### config.mk
export PLATFORM = sky130hd
export DESIGN_NAME = base64_encoder_line_wrap
export DESIGN_NICKNAME = d
export VERILOG_FILES = /design/src/rtl/b64lw_pkg.sv /design/src/rtl/base64_encoder_line_wrap.sv /design/src/rtl/b64lw_front.sv /design/src/rtl/b64lw_fifo.sv /design/src/rtl/b64lw_back.sv
export SDC_FILE = /design/constraint.sdc
export NUM_CORES = 1
export LEC_CHECK = 0
export BUFFER_PORTS_ARGS = -buffer_cell sky130_fd_sc_hd__buf_4
export CAP_MARGIN = 40
export CORE_UTILIZATION = 50
export CTS_CLUSTER_SIZE = 12
export DETAILED_ROUTE_END_ITERATION = 16
export PLACE_DENSITY_LB_ADDON = 0.3
export SYNTH_ARGS = -nofsm -noshare
export SYNTH_HDL_FRONTEND = slang
export SYNTH_SLANG_ARGS = --single-unit
### constraint.sdc
create_clock -name clk -period 5.3 [get_ports clk]
set_input_delay 0 -clock clk [delete_from_list [all_inputs] [get_ports clk]]
set_output_delay 0 -clock clk [all_outputs]
set_load 0.005 [all_outputs]
### src/rtl/b64lw_pkg.sv
// Shared types, constants and the base64 alphabet for the line-wrapping encoder.
`timescale 1ns / 1ps
package b64lw_pkg;

  localparam int LINE_CHARS_DEF = 64;

  localparam logic [7:0] PAD_CHAR     = 8'h3D;
  localparam logic [7:0] NEWLINE_CHAR = 8'h0A;

  typedef struct packed {
    logic [7:0] in_byte;
    logic       in_last;
  } in_t;

  typedef struct packed {
    logic [7:0] out_char;
    logic       out_last;
  } out_t;

  // One complete group handed from the front to the back.
  typedef struct packed {
    logic [7:0] b0;
    logic [7:0] b1;
    logic [7:0] b2;
    logic [1:0] count;  // bytes in the group, 1 to 3
    logic       last;   // group closes the message
  } grp_t;

  // Map a sextet to its character of the standard alphabet.
  function automatic logic [7:0] b64_char(input logic [5:0] v);
    logic [7:0] w;
    w = {2'b00, v};
    if (v < 6'd26) begin
      b64_char = 8'h41 + w;
    end else if (v < 6'd52) begin
      b64_char = 8'h61 + (w - 8'd26);
    end else if (v < 6'd62) begin
      b64_char = 8'h30 + (w - 8'd52);
    end else if (v == 6'd62) begin
      b64_char = 8'h2B;
    end else begin
      b64_char = 8'h2F;
    end
  endfunction

endpackage

### src/rtl/base64_encoder_line_wrap.sv
// A group-completing byte is queued, then its first character goes to the output register.
// The back end gives one character per cycle while a group is queued and out_ready is high;
// a group of three bytes gives four chars plus at most one wrap or closing newline.
// Bytes that only fill a group are taken in one cycle each while the queue has room.
// Reset (rst_n low, synchronous) empties the queue and clears group fill and line column.
`timescale 1ns / 1ps
module base64_encoder_line_wrap
  import b64lw_pkg::*;
#(
  parameter int LINE_CHARS = LINE_CHARS_DEF
) (
  input  logic clk,
  input  logic rst_n,
  input  logic in_valid,
  output logic in_ready,
  input  in_t  in_data,
  output logic out_valid,
  input  logic out_ready,
  output out_t out_data
);

  logic q_full;
  logic q_push;
  grp_t q_wdata;
  logic q_pop;
  logic q_head_valid;
  grp_t q_head;

  b64lw_front u_front (
    .clk      (clk),
    .rst_n    (rst_n),
    .in_valid (in_valid),
    .in_ready (in_ready),
    .in_data  (in_data),
    .q_full   (q_full),
    .q_push   (q_push),
    .q_wdata  (q_wdata)
  );

  b64lw_fifo u_fifo (
    .clk        (clk),
    .rst_n      (rst_n),
    .push       (q_push),
    .wdata      (q_wdata),
    .full       (q_full),
    .pop        (q_pop),
    .head_valid (q_head_valid),
    .head       (q_head)
  );

  b64lw_back #(
    .LINE_CHARS (LINE_CHARS)
  ) u_back (
    .clk        (clk),
    .rst_n      (rst_n),
    .head_valid (q_head_valid),
    .head       (q_head),
    .pop        (q_pop),
    .out_valid  (out_valid),
    .out_ready  (out_ready),
    .out_data   (out_data)
  );

endmodule

### src/rtl/b64lw_front.sv
// Front end: gathers input bytes into groups of three and pushes whole groups.
`timescale 1ns / 1ps
module b64lw_front
  import b64lw_pkg::*;
(
  input  logic clk,
  input  logic rst_n,
  input  logic in_valid,
  output logic in_ready,
  input  in_t  in_data,
  input  logic q_full,
  output logic q_push,
  output grp_t q_wdata
);

  logic [7:0] b0_r, b0_nxt;
  logic [7:0] b1_r, b1_nxt;
  logic [1:0] fill_r, fill_nxt;
  logic       accept;

  assign in_ready = !q_full;
  assign accept   = in_valid && in_ready;
  assign q_push   = accept && (in_data.in_last || fill_r == 2'd2);

  always_comb begin
    q_wdata.count = fill_r + 2'd1;
    q_wdata.last  = in_data.in_last;
    q_wdata.b0    = b0_r;
    q_wdata.b1    = b1_r;
    q_wdata.b2    = in_data.in_byte;
    unique case (fill_r)
      2'd0: begin
        q_wdata.b0 = in_data.in_byte;
        q_wdata.b1 = 8'h00;
        q_wdata.b2 = 8'h00;
      end
      2'd1: begin
        q_wdata.b1 = in_data.in_byte;
        q_wdata.b2 = 8'h00;
      end
      default: begin
      end
    endcase
  end

  always_comb begin
    b0_nxt   = b0_r;
    b1_nxt   = b1_r;
    fill_nxt = fill_r;
    if (accept) begin
      if (q_push) begin
        fill_nxt = 2'd0;
      end else begin
        // hold the byte until its group completes
        if (fill_r == 2'd0) begin
          b0_nxt = in_data.in_byte;
        end else begin
          b1_nxt = in_data.in_byte;
        end
        fill_nxt = fill_r + 2'd1;
      end
    end
  end

  always_ff @(posedge clk) begin
    b0_r <= b0_nxt;
    b1_r <= b1_nxt;
    if (!rst_n) begin
      fill_r <= 2'd0;
    end else begin
      fill_r <= fill_nxt;
    end
  end

endmodule

### src/rtl/b64lw_fifo.sv
// Two-entry group queue between the front and the back.
`timescale 1ns / 1ps
module b64lw_fifo
  import b64lw_pkg::*;
(
  input  logic clk,
  input  logic rst_n,
  input  logic push,
  input  grp_t wdata,
  output logic full,
  input  logic pop,
  output logic head_valid,
  output grp_t head
);

  grp_t       mem_r [2];
  logic       wr_ptr_r, wr_ptr_nxt;
  logic       rd_ptr_r, rd_ptr_nxt;
  logic [1:0] cnt_r, cnt_nxt;

  assign full       = (cnt_r == 2'd2);
  assign head_valid = (cnt_r != 2'd0);
  assign head       = mem_r[rd_ptr_r];

  always_comb begin
    wr_ptr_nxt = push ? !wr_ptr_r : wr_ptr_r;
    rd_ptr_nxt = pop ? !rd_ptr_r : rd_ptr_r;
    cnt_nxt    = cnt_r + {1'b0, push} - {1'b0, pop};
  end

  always_ff @(posedge clk) begin
    if (push) begin
      mem_r[wr_ptr_r] <= wdata;
    end
    if (!rst_n) begin
      wr_ptr_r <= 1'b0;
      rd_ptr_r <= 1'b0;
      cnt_r    <= 2'd0;
    end else begin
      wr_ptr_r <= wr_ptr_nxt;
      rd_ptr_r <= rd_ptr_nxt;
      cnt_r    <= cnt_nxt;
    end
  end

endmodule

### src/rtl/b64lw_back.sv
// Back end: turns each group into characters, wraps lines and drives the output register.
`timescale 1ns / 1ps
module b64lw_back
  import b64lw_pkg::*;
#(
  parameter int LINE_CHARS = LINE_CHARS_DEF
) (
  input  logic clk,
  input  logic rst_n,
  input  logic head_valid,
  input  grp_t head,
  output logic pop,
  output logic out_valid,
  input  logic out_ready,
  output out_t out_data
);

  localparam int COL_W = $clog2(LINE_CHARS);

  typedef enum logic [1:0] {
    S_CHAR,
    S_WRAP,
    S_CLOSE
  } state_t;

  state_t           state_r, state_nxt;
  logic [1:0]       idx_r, idx_nxt;
  logic [COL_W-1:0] col_r, col_nxt;
  logic             wrapped_r, wrapped_nxt;
  logic             out_valid_r, out_valid_nxt;
  out_t             out_data_r, out_data_nxt;

  logic             advance;
  logic [5:0]       sextet;
  logic             pad;
  logic [7:0]       data_char;
  logic             line_full;

  assign advance   = head_valid && (!out_valid_r || out_ready);
  assign out_valid = out_valid_r;
  assign out_data  = out_data_r;
  assign line_full = ({1'b0, col_r} + (COL_W + 1)'(1)) == (COL_W + 1)'(LINE_CHARS);

  always_comb begin
    unique case (idx_r)
      2'd0: sextet = head.b0[7:2];
      2'd1: sextet = {head.b0[1:0], head.b1[7:4]};
      2'd2: sextet = {head.b1[3:0], head.b2[7:6]};
      default: sextet = head.b2[5:0];
    endcase
    pad = (idx_r == 2'd2 && head.count == 2'd1) ||
          (idx_r == 2'd3 && head.count != 2'd3);
    data_char = pad ? PAD_CHAR : b64_char(sextet);
  end

  always_comb begin
    state_nxt     = state_r;
    idx_nxt       = idx_r;
    col_nxt       = col_r;
    wrapped_nxt   = wrapped_r;
    out_data_nxt  = out_data_r;
    out_valid_nxt = out_valid_r && !out_ready;
    pop           = 1'b0;
    if (advance) begin
      out_valid_nxt = 1'b1;
      unique case (state_r)
        S_CHAR: begin
          out_data_nxt.out_char = data_char;
          out_data_nxt.out_last = 1'b0;
          idx_nxt               = idx_r + 2'd1;
          if (line_full) begin
            col_nxt     = '0;
            wrapped_nxt = 1'b1;
            state_nxt   = S_WRAP;
          end else begin
            col_nxt = col_r + COL_W'(1);
            if (idx_r == 2'd3) begin
              if (head.last && !wrapped_r) begin
                state_nxt = S_CLOSE;
              end else begin
                // closing newline would be a sixth character: drop it
                out_data_nxt.out_last = head.last;
                pop         = 1'b1;
                wrapped_nxt = 1'b0;
                if (head.last) begin
                  col_nxt = '0;
                end
              end
            end
          end
        end
        S_WRAP: begin
          out_data_nxt.out_char = NEWLINE_CHAR;
          out_data_nxt.out_last = 1'b0;
          if (idx_r == 2'd0) begin
            // wrap followed the fourth character: group is done
            out_data_nxt.out_last = head.last;
            pop         = 1'b1;
            wrapped_nxt = 1'b0;
          end
          state_nxt = S_CHAR;
        end
        default: begin
          out_data_nxt.out_char = NEWLINE_CHAR;
          out_data_nxt.out_last = 1'b1;
          col_nxt     = '0;
          pop         = 1'b1;
          wrapped_nxt = 1'b0;
          state_nxt   = S_CHAR;
        end
      endcase
    end
  end

  always_ff @(posedge clk) begin
    out_data_r <= out_data_nxt;
    if (!rst_n) begin
      state_r     <= S_CHAR;
      idx_r       <= 2'd0;
      col_r       <= '0;
      wrapped_r   <= 1'b0;
      out_valid_r <= 1'b0;
    end else begin
      state_r     <= state_nxt;
      idx_r       <= idx_nxt;
      col_r       <= col_nxt;
      wrapped_r   <= wrapped_nxt;
      out_valid_r <= out_valid_nxt;
    end
  end

endmodule
# [Word-level counts from Yosys, hierarchy flattened]
# Memory sizes are Yosys's and may differ from the RTL's. A register that Yosys moved wholly into a read port is not among the register bits.
# Index checks and enable logic that the tools add are counted.
[totals] n_memories=1 regBits=43 mem_bits_rw=54 output_inout_bits=11
[memory_table] memory="u_fifo.mem_r" words=2 word_bits=27 read_ports=1 rd_clocked_by_memory_dff=1 write_ports=1 line="b64lw_fifo.sv:16" text="grp_t mem_r [2];"
[op_classes] addsub=11 bitwise=3 reduce_logical=26 muxes=39 magnitude_cmp=3 n_eq_ne=15
[op_table] op="8-bit two-way mux" count=5
[op_table] op="16-bit case mux with 2 select lines" count=1
[op_table] op="6-bit two-way mux" count=4
[op_table] op="1-bit two-way mux" count=18
[op_table] op="6-bit case mux with 3 select lines" count=1
[op_table] op="9-bit case mux with 2 select lines" count=1
[op_table] op="6-bit < comparator, second input constant" count=2
[op_table] op="6-bit case mux with 2 select lines" count=1
[op_table] op="2-bit two-way mux" count=5
[op_table] op="6-bit by 8-bit adder with 8-bit output, first input constant" count=1
[op_table] op="7-bit by 6-bit adder with 8-bit output, first input constant" count=1
[op_table] op="7-bit by 8-bit adder with 8-bit output, first input constant" count=1
[op_table] op="2-bit by 1-bit == test with 1-bit output, second input constant" count=4
[op_table] op="2-bit == test, second input constant" count=4
[op_table] op="6-bit by 1-bit adder with 7-bit output, second input constant" count=1
[op_table] op="7-bit == test, second input constant" count=1
[op_table] op="1-bit logical AND" count=7
[op_table] op="6-bit by 5-bit subtractor with 7-bit output, second input constant" count=1
[op_table] op="6-bit by 6-bit subtractor with 7-bit output, second input constant" count=1
[op_table] op="6-bit by 1-bit adder with 6-bit output, second input constant" count=1
[op_table] op="6-bit == test, second input constant" count=1
[op_table] op="1-bit zero test" count=6
[op_table] op="2-bit zero test" count=3
[op_table] op="6-bit by 5-bit < comparator with 1-bit output, second input constant" count=1
[op_table] op="other kinds (15)" count=25

# [Longest topological paths before layout]
[logic_depth] ltp_word=9 mapped_depth=13

# [Hierarchy]
# A second synthesis with hierarchy kept.
[hier_totals] hier_cells=392 hier_area_um2=5014.8
[by_module_without_submodules] module="b64lw_fifo" n_inst=1 cells_per_inst=105 area_each_um2=2279.7
[by_module_without_submodules] module="b64lw_back" n_inst=1 cells_per_inst=221 area_each_um2=1849.3
[by_module_without_submodules] module="b64lw_front" n_inst=1 cells_per_inst=66 area_each_um2=885.8

# [Worst setup path before layout]
# Ideal clock, no wire load.
[synth_timing] kind="register -> register" startpoint="register u_back.idx_r[1]" endpoint="register u_back.out_data_r (netlist bit u_back.out_data[7]) (data pin)" path_buffers=2 setup_slack_ps=2628 stages_incl_launch_ff=12 synth_period_minus_slack_ps=2672 arrival_time_ps=2526 path_cell_list="dfxtp_1 -> ha_1 -> clkbuf_1 -> a21oi_2 -> a21boi_1 -> inv_1 -> ha_1 -> clkbuf_1 -> xnor2_1 -> and4_1 -> a221o_1 -> a21oi_1"
[synth_via] elab_chain_len=9 word_cells_on_any_way=21 cone_classes="add/sub: 5; order compare: 3; eq/ne: 3; mux: 6; reduce/logical: 4"
[synth_lines] item="start: declaration" line="b64lw_back.sv:27" text="logic [1:0] idx_r, idx_nxt;"
[synth_lines] item="start signal: assignment" line="b64lw_back.sv:125" text="idx_r <= idx_nxt;"
[synth_lines] item="2-bit == test (tied with other cells)" line="b64lw_back.sv:45, b64lw_back.sv:51"
[synth_lines] item="6-bit case mux with 3 select lines" line="b64lw_back.sv:45" text="unique case (idx_r)"
[synth_lines] item="6-bit by 6-bit subtractor with 7-bit output" line="b64lw_pkg.sv:38" text="b64_char = 8'h30 + (w - 8'd52);"
[synth_lines] item="6-bit by 8-bit adder with 8-bit output" line="b64lw_pkg.sv:38"
[synth_lines] item="8-bit two-way mux" line="b64lw_pkg.sv:37" text="end else if (v < 6'd62) begin"
[synth_lines] item="8-bit two-way mux" line="b64lw_pkg.sv:35" text="end else if (v < 6'd52) begin"
[synth_lines] item="8-bit two-way mux" line="b64lw_pkg.sv:33" text="if (v < 6'd26) begin"
[synth_lines] item="8-bit two-way mux (*)" line="b64lw_back.sv:53" text="data_char = pad ? PAD_CHAR : b64_char(sextet);"
[synth_lines] item="9-bit case mux with 2 select lines (*)" line="b64lw_back.sv:66" text="unique case (state_r)"
[synth_lines] item="end signal: assignment" line="b64lw_back.sv:116" text="out_data_r <= out_data_nxt;"
[synth_lines] item="end: declaration" line="b64lw_back.sv:31" text="out_t out_data_r, out_data_nxt;"
# Mark *: on every way between the ends. The rest lies on a longest branch, timed or not.
# A chain may end at the register's enable or synchronous reset.

==> results.toml <==
[run_status]
status = "finished, final reports clean"

[logic_synthesis]
synth_top_area_share_pct = 50.11
ys_seq_elements = 98
syn-num-nets = 421
synth_cells = 388
ys_top_cells_by_area = "edfxtp_1 50%, dfxtp_1 8.0%, ha_1 5.3%"
synthFlopType = "edfxtp_1"
syn_area_um2 = 4735
synth_common_cells = "79 x edfxtp_1, 33 x nand2_1, 20 x ha_1"
avgSynthCellArea_um2 = 12.20
async_flop_share_pct = 0
synth.distinct_cells = 62
ys_seq_area_share_pct = 58.14
synth_area_leader_cell = "edfxtp_1"
synth_warnings = 0
synth-edff-count = 79
yosysMostFrequentCell = "edfxtp_1"

[finish]
diodes = 0
stdcell_count = 535
fillCellCount = 749
finalNetCount = 452
drive_gt1_share_pct = 15.80
areaGrowthSynthToFinish_pct = 11.13

[setup_path]
max_stage_delay_ns = 0.81
slowest_stage = "dfxtp_1"
cp.arrival_ns = 3.37
path_cells = "mux2_2 -> a21oi_2 -> a21boi_1 -> inv_1 -> ha_1 -> xnor2_1 -> and4bb_2 -> mux2i_1 -> a221oi_1"
crit_type = "reg2reg"
critical_path_peak_fanout = 15
startpoint_type = "flip-flop"
worstPathRequired_ns = 5.47
crit_path_end_kind = "flip-flop"

[sta]
hold_slack_ns = 0.03717
hold_viol_final = 0
slew_violations = 0
setup_viol = 0
rsz0062_at_grt = "no"
finalClockSkew_ns = 0.01028
layout_setup_ws_ns = 2.101
tightest_slew_ns = 0.7404
fmax_mhz = 312.6
slew-limit-headroom_pct = 50.57
period_share_pct = 60.35
setup-tns-final_ns = 0
fin_crit_ns = 3.199

[clocking]
clock_path_buffers = 2
clk_latency_ns = 0.36
cts_tree = "yes"
cts_resized = 0
cts_root_buffer = "clkbuf_8"
cts.sinks = 98
cts_htree_levels = 3
clk_pin_slew_worst_paths_ns = 0.10
post_cts_buffers = 0
cts_buffers = 9

[routing]
routed.top_layer = "met4"
route.met2.wl_mm = 4.143
drc_errors = 0
wl_per_cell_um = 16.05
routed_via_density = 5.551
dr.first_iter.drc_count = 132
drt_pass1_iterations = 4
vias = 2970
m1WireLength_mm = 4.006
finalWirelength_mm = 8.586
dr_wl_met3_um = 244
postRouteAntennaNets = 0

[run]
drv_cap = 0

[global_routing]
antenna_found_initial = 0
grt_pass1_wl_mm = 13.77
grt_overflow = 0
grt_start_max_net_pins = 28
grt_usage_pct = 18.26
grt_pass1_vias = 2834

[floorplanning]
core_um2 = 9196
initial_core_util_pct = 51.48
die_area_um2 = 9862
die_width_um = 99.31
die_y_um = 99.31
ios = 24
num_rows = 35

[placed_design]
post-place-cells = 509
pre_cts_ws_ns = 1.998
io_buffers = 23
hpwl_mm = 6.102
place.gp.congestion = 0.9043

[power]
pwr-share-clk_pct = 26.4
ir_worst_vdd_mv = 0.1877
p_switching_mw = 0.4775
totalPowerFinal_mw = 1.675
p_per_area_nw_per_um2 = 318.4
p_seq_share_pct = 53.5
p_sw_share_pct = 28.50
power_frac_comb_pct = 20.1
internal-power_mw = 1.198
leakagePower_nw = 1.878

[hold_path]
hold_path.class = "in2reg"
power by group through the flow:
| stage | Sequential [mW] | Clock (mW) | Combinational (mW) |
|---|---|---|---|
| 6_report | 0.896 | 0.443 | 0.336 |
| 4_1_cts | 0.897 | 0.451 | 0.337 |
| 2_1_floorplan | 0.912 | 0 | 0.243 |
| 3_3_place_gp | 0.914 | 0 | 0.329 |
| 3_5_place_dp | 0.914 | 0 | 0.330 |
| 5_1_grt | 0.900 | 0.477 | 0.371 |
per-layer routing:
metal  global-route usage, %  up-vias
li1                        -     1490
met1                   24.03     1403
met2                   29.17       61
met3                   3.022       16
met4                   9.729        0
met5                       0        -
per-stage QoR:
stage,util [%],instance area (um2)
after floorplan,-,4735
after global placement,54.20,4985
after detailed placement,54.20,4985
after CTS,57.21,5261
after global routing,57.21,5261
final,57.21,5261
placed cells by master (no fill, tap or decap), types with 11 or more instances in the layout:
cell type	n
edfxtp_1	79
nand2_1	33
buf_4	25
ha_1	20
inv_1	19
and2_1	19
dfxtp_1	19
o21ai_0	17
a21oi_1	16
nand3_1	14
a22oi_1	14
nor2_1	12
mux2_2	11
path summary, 6_finish.rpt:
check / from / endpoint / slack (ns) / cells past startpoint
max: flip-flop / u_back.out_data[5] / 2.10 / 9
min: out_ready / u_back.out_valid / 0.04 / 3
max reg2reg: flip-flop / u_back.out_data[5] / 2.10 / 9
min reg2reg: u_back.col_r[1] / u_back.col_r[1] / 0.52 / 2
cell type report:
cell class                 instances  area (um2)  share of cell area (%)
clock buffer                       9       123.9                   2.354
clock inverter                     7       52.55                  0.9988
inverter                          20       75.07                   1.427
multi-input combinational        255        1831                   34.79
sequential                        98        2753                   52.32
tap                              111       138.9                   2.640
timing repair buffer              35       287.8                   5.470
cell families (layout without fill, tap and decap cells):
group	after synthesis	count (layout)	share of synthesized area [%]
and+or+nand+nor	119	119	13.43
buffers and inverters	35	71	3.303
muxes	23	23	5.285
xor gates and xnor gates	9	9	1.665
AOI/OAI and AO/OA	84	84	12.90
DFF	98	98	58.14
adders and majority gates	20	20	5.285
sequential cells by signal, indices dropped and copies added (netlist names), named ones only:
signal,flops
u_fifo.wr_ptr_r,1
u_back.out_data,9
u_back.idx_r,2
u_fifo.cnt_r,2
u_front.b1_r,8
u_fifo.mem_r,54
u_fifo.rd_ptr_r,1
u_back.wrapped_r,1
u_back.out_valid,1
u_back.state_r,2
u_front.fill_r,2
u_back.col_r,6
u_front.b0_r,8
worst max-delay path: cells and delay by family (launching register included):
family / cells / cell delay [ns]
AO/OA/AOI/OAI: 3 / 0.79
XOR/XNOR: 1 / 0.31
adder cells (fa/ha/maj): 1 / 0.32
buffers and inverters: 1 / 0.14
flip-flops: 1 / 0.81
multiplexers: 2 / 0.36
AND/OR/NAND/NOR: 1 / 0.27
timing repair:
action | in CTS | in global routing
setup endpoints to repair | 0 | 0
hold buffers | 10 | 0
endpoints found under the hold margin | 55 | 0
Note: power is estimated with default switching activity, not from simulation.
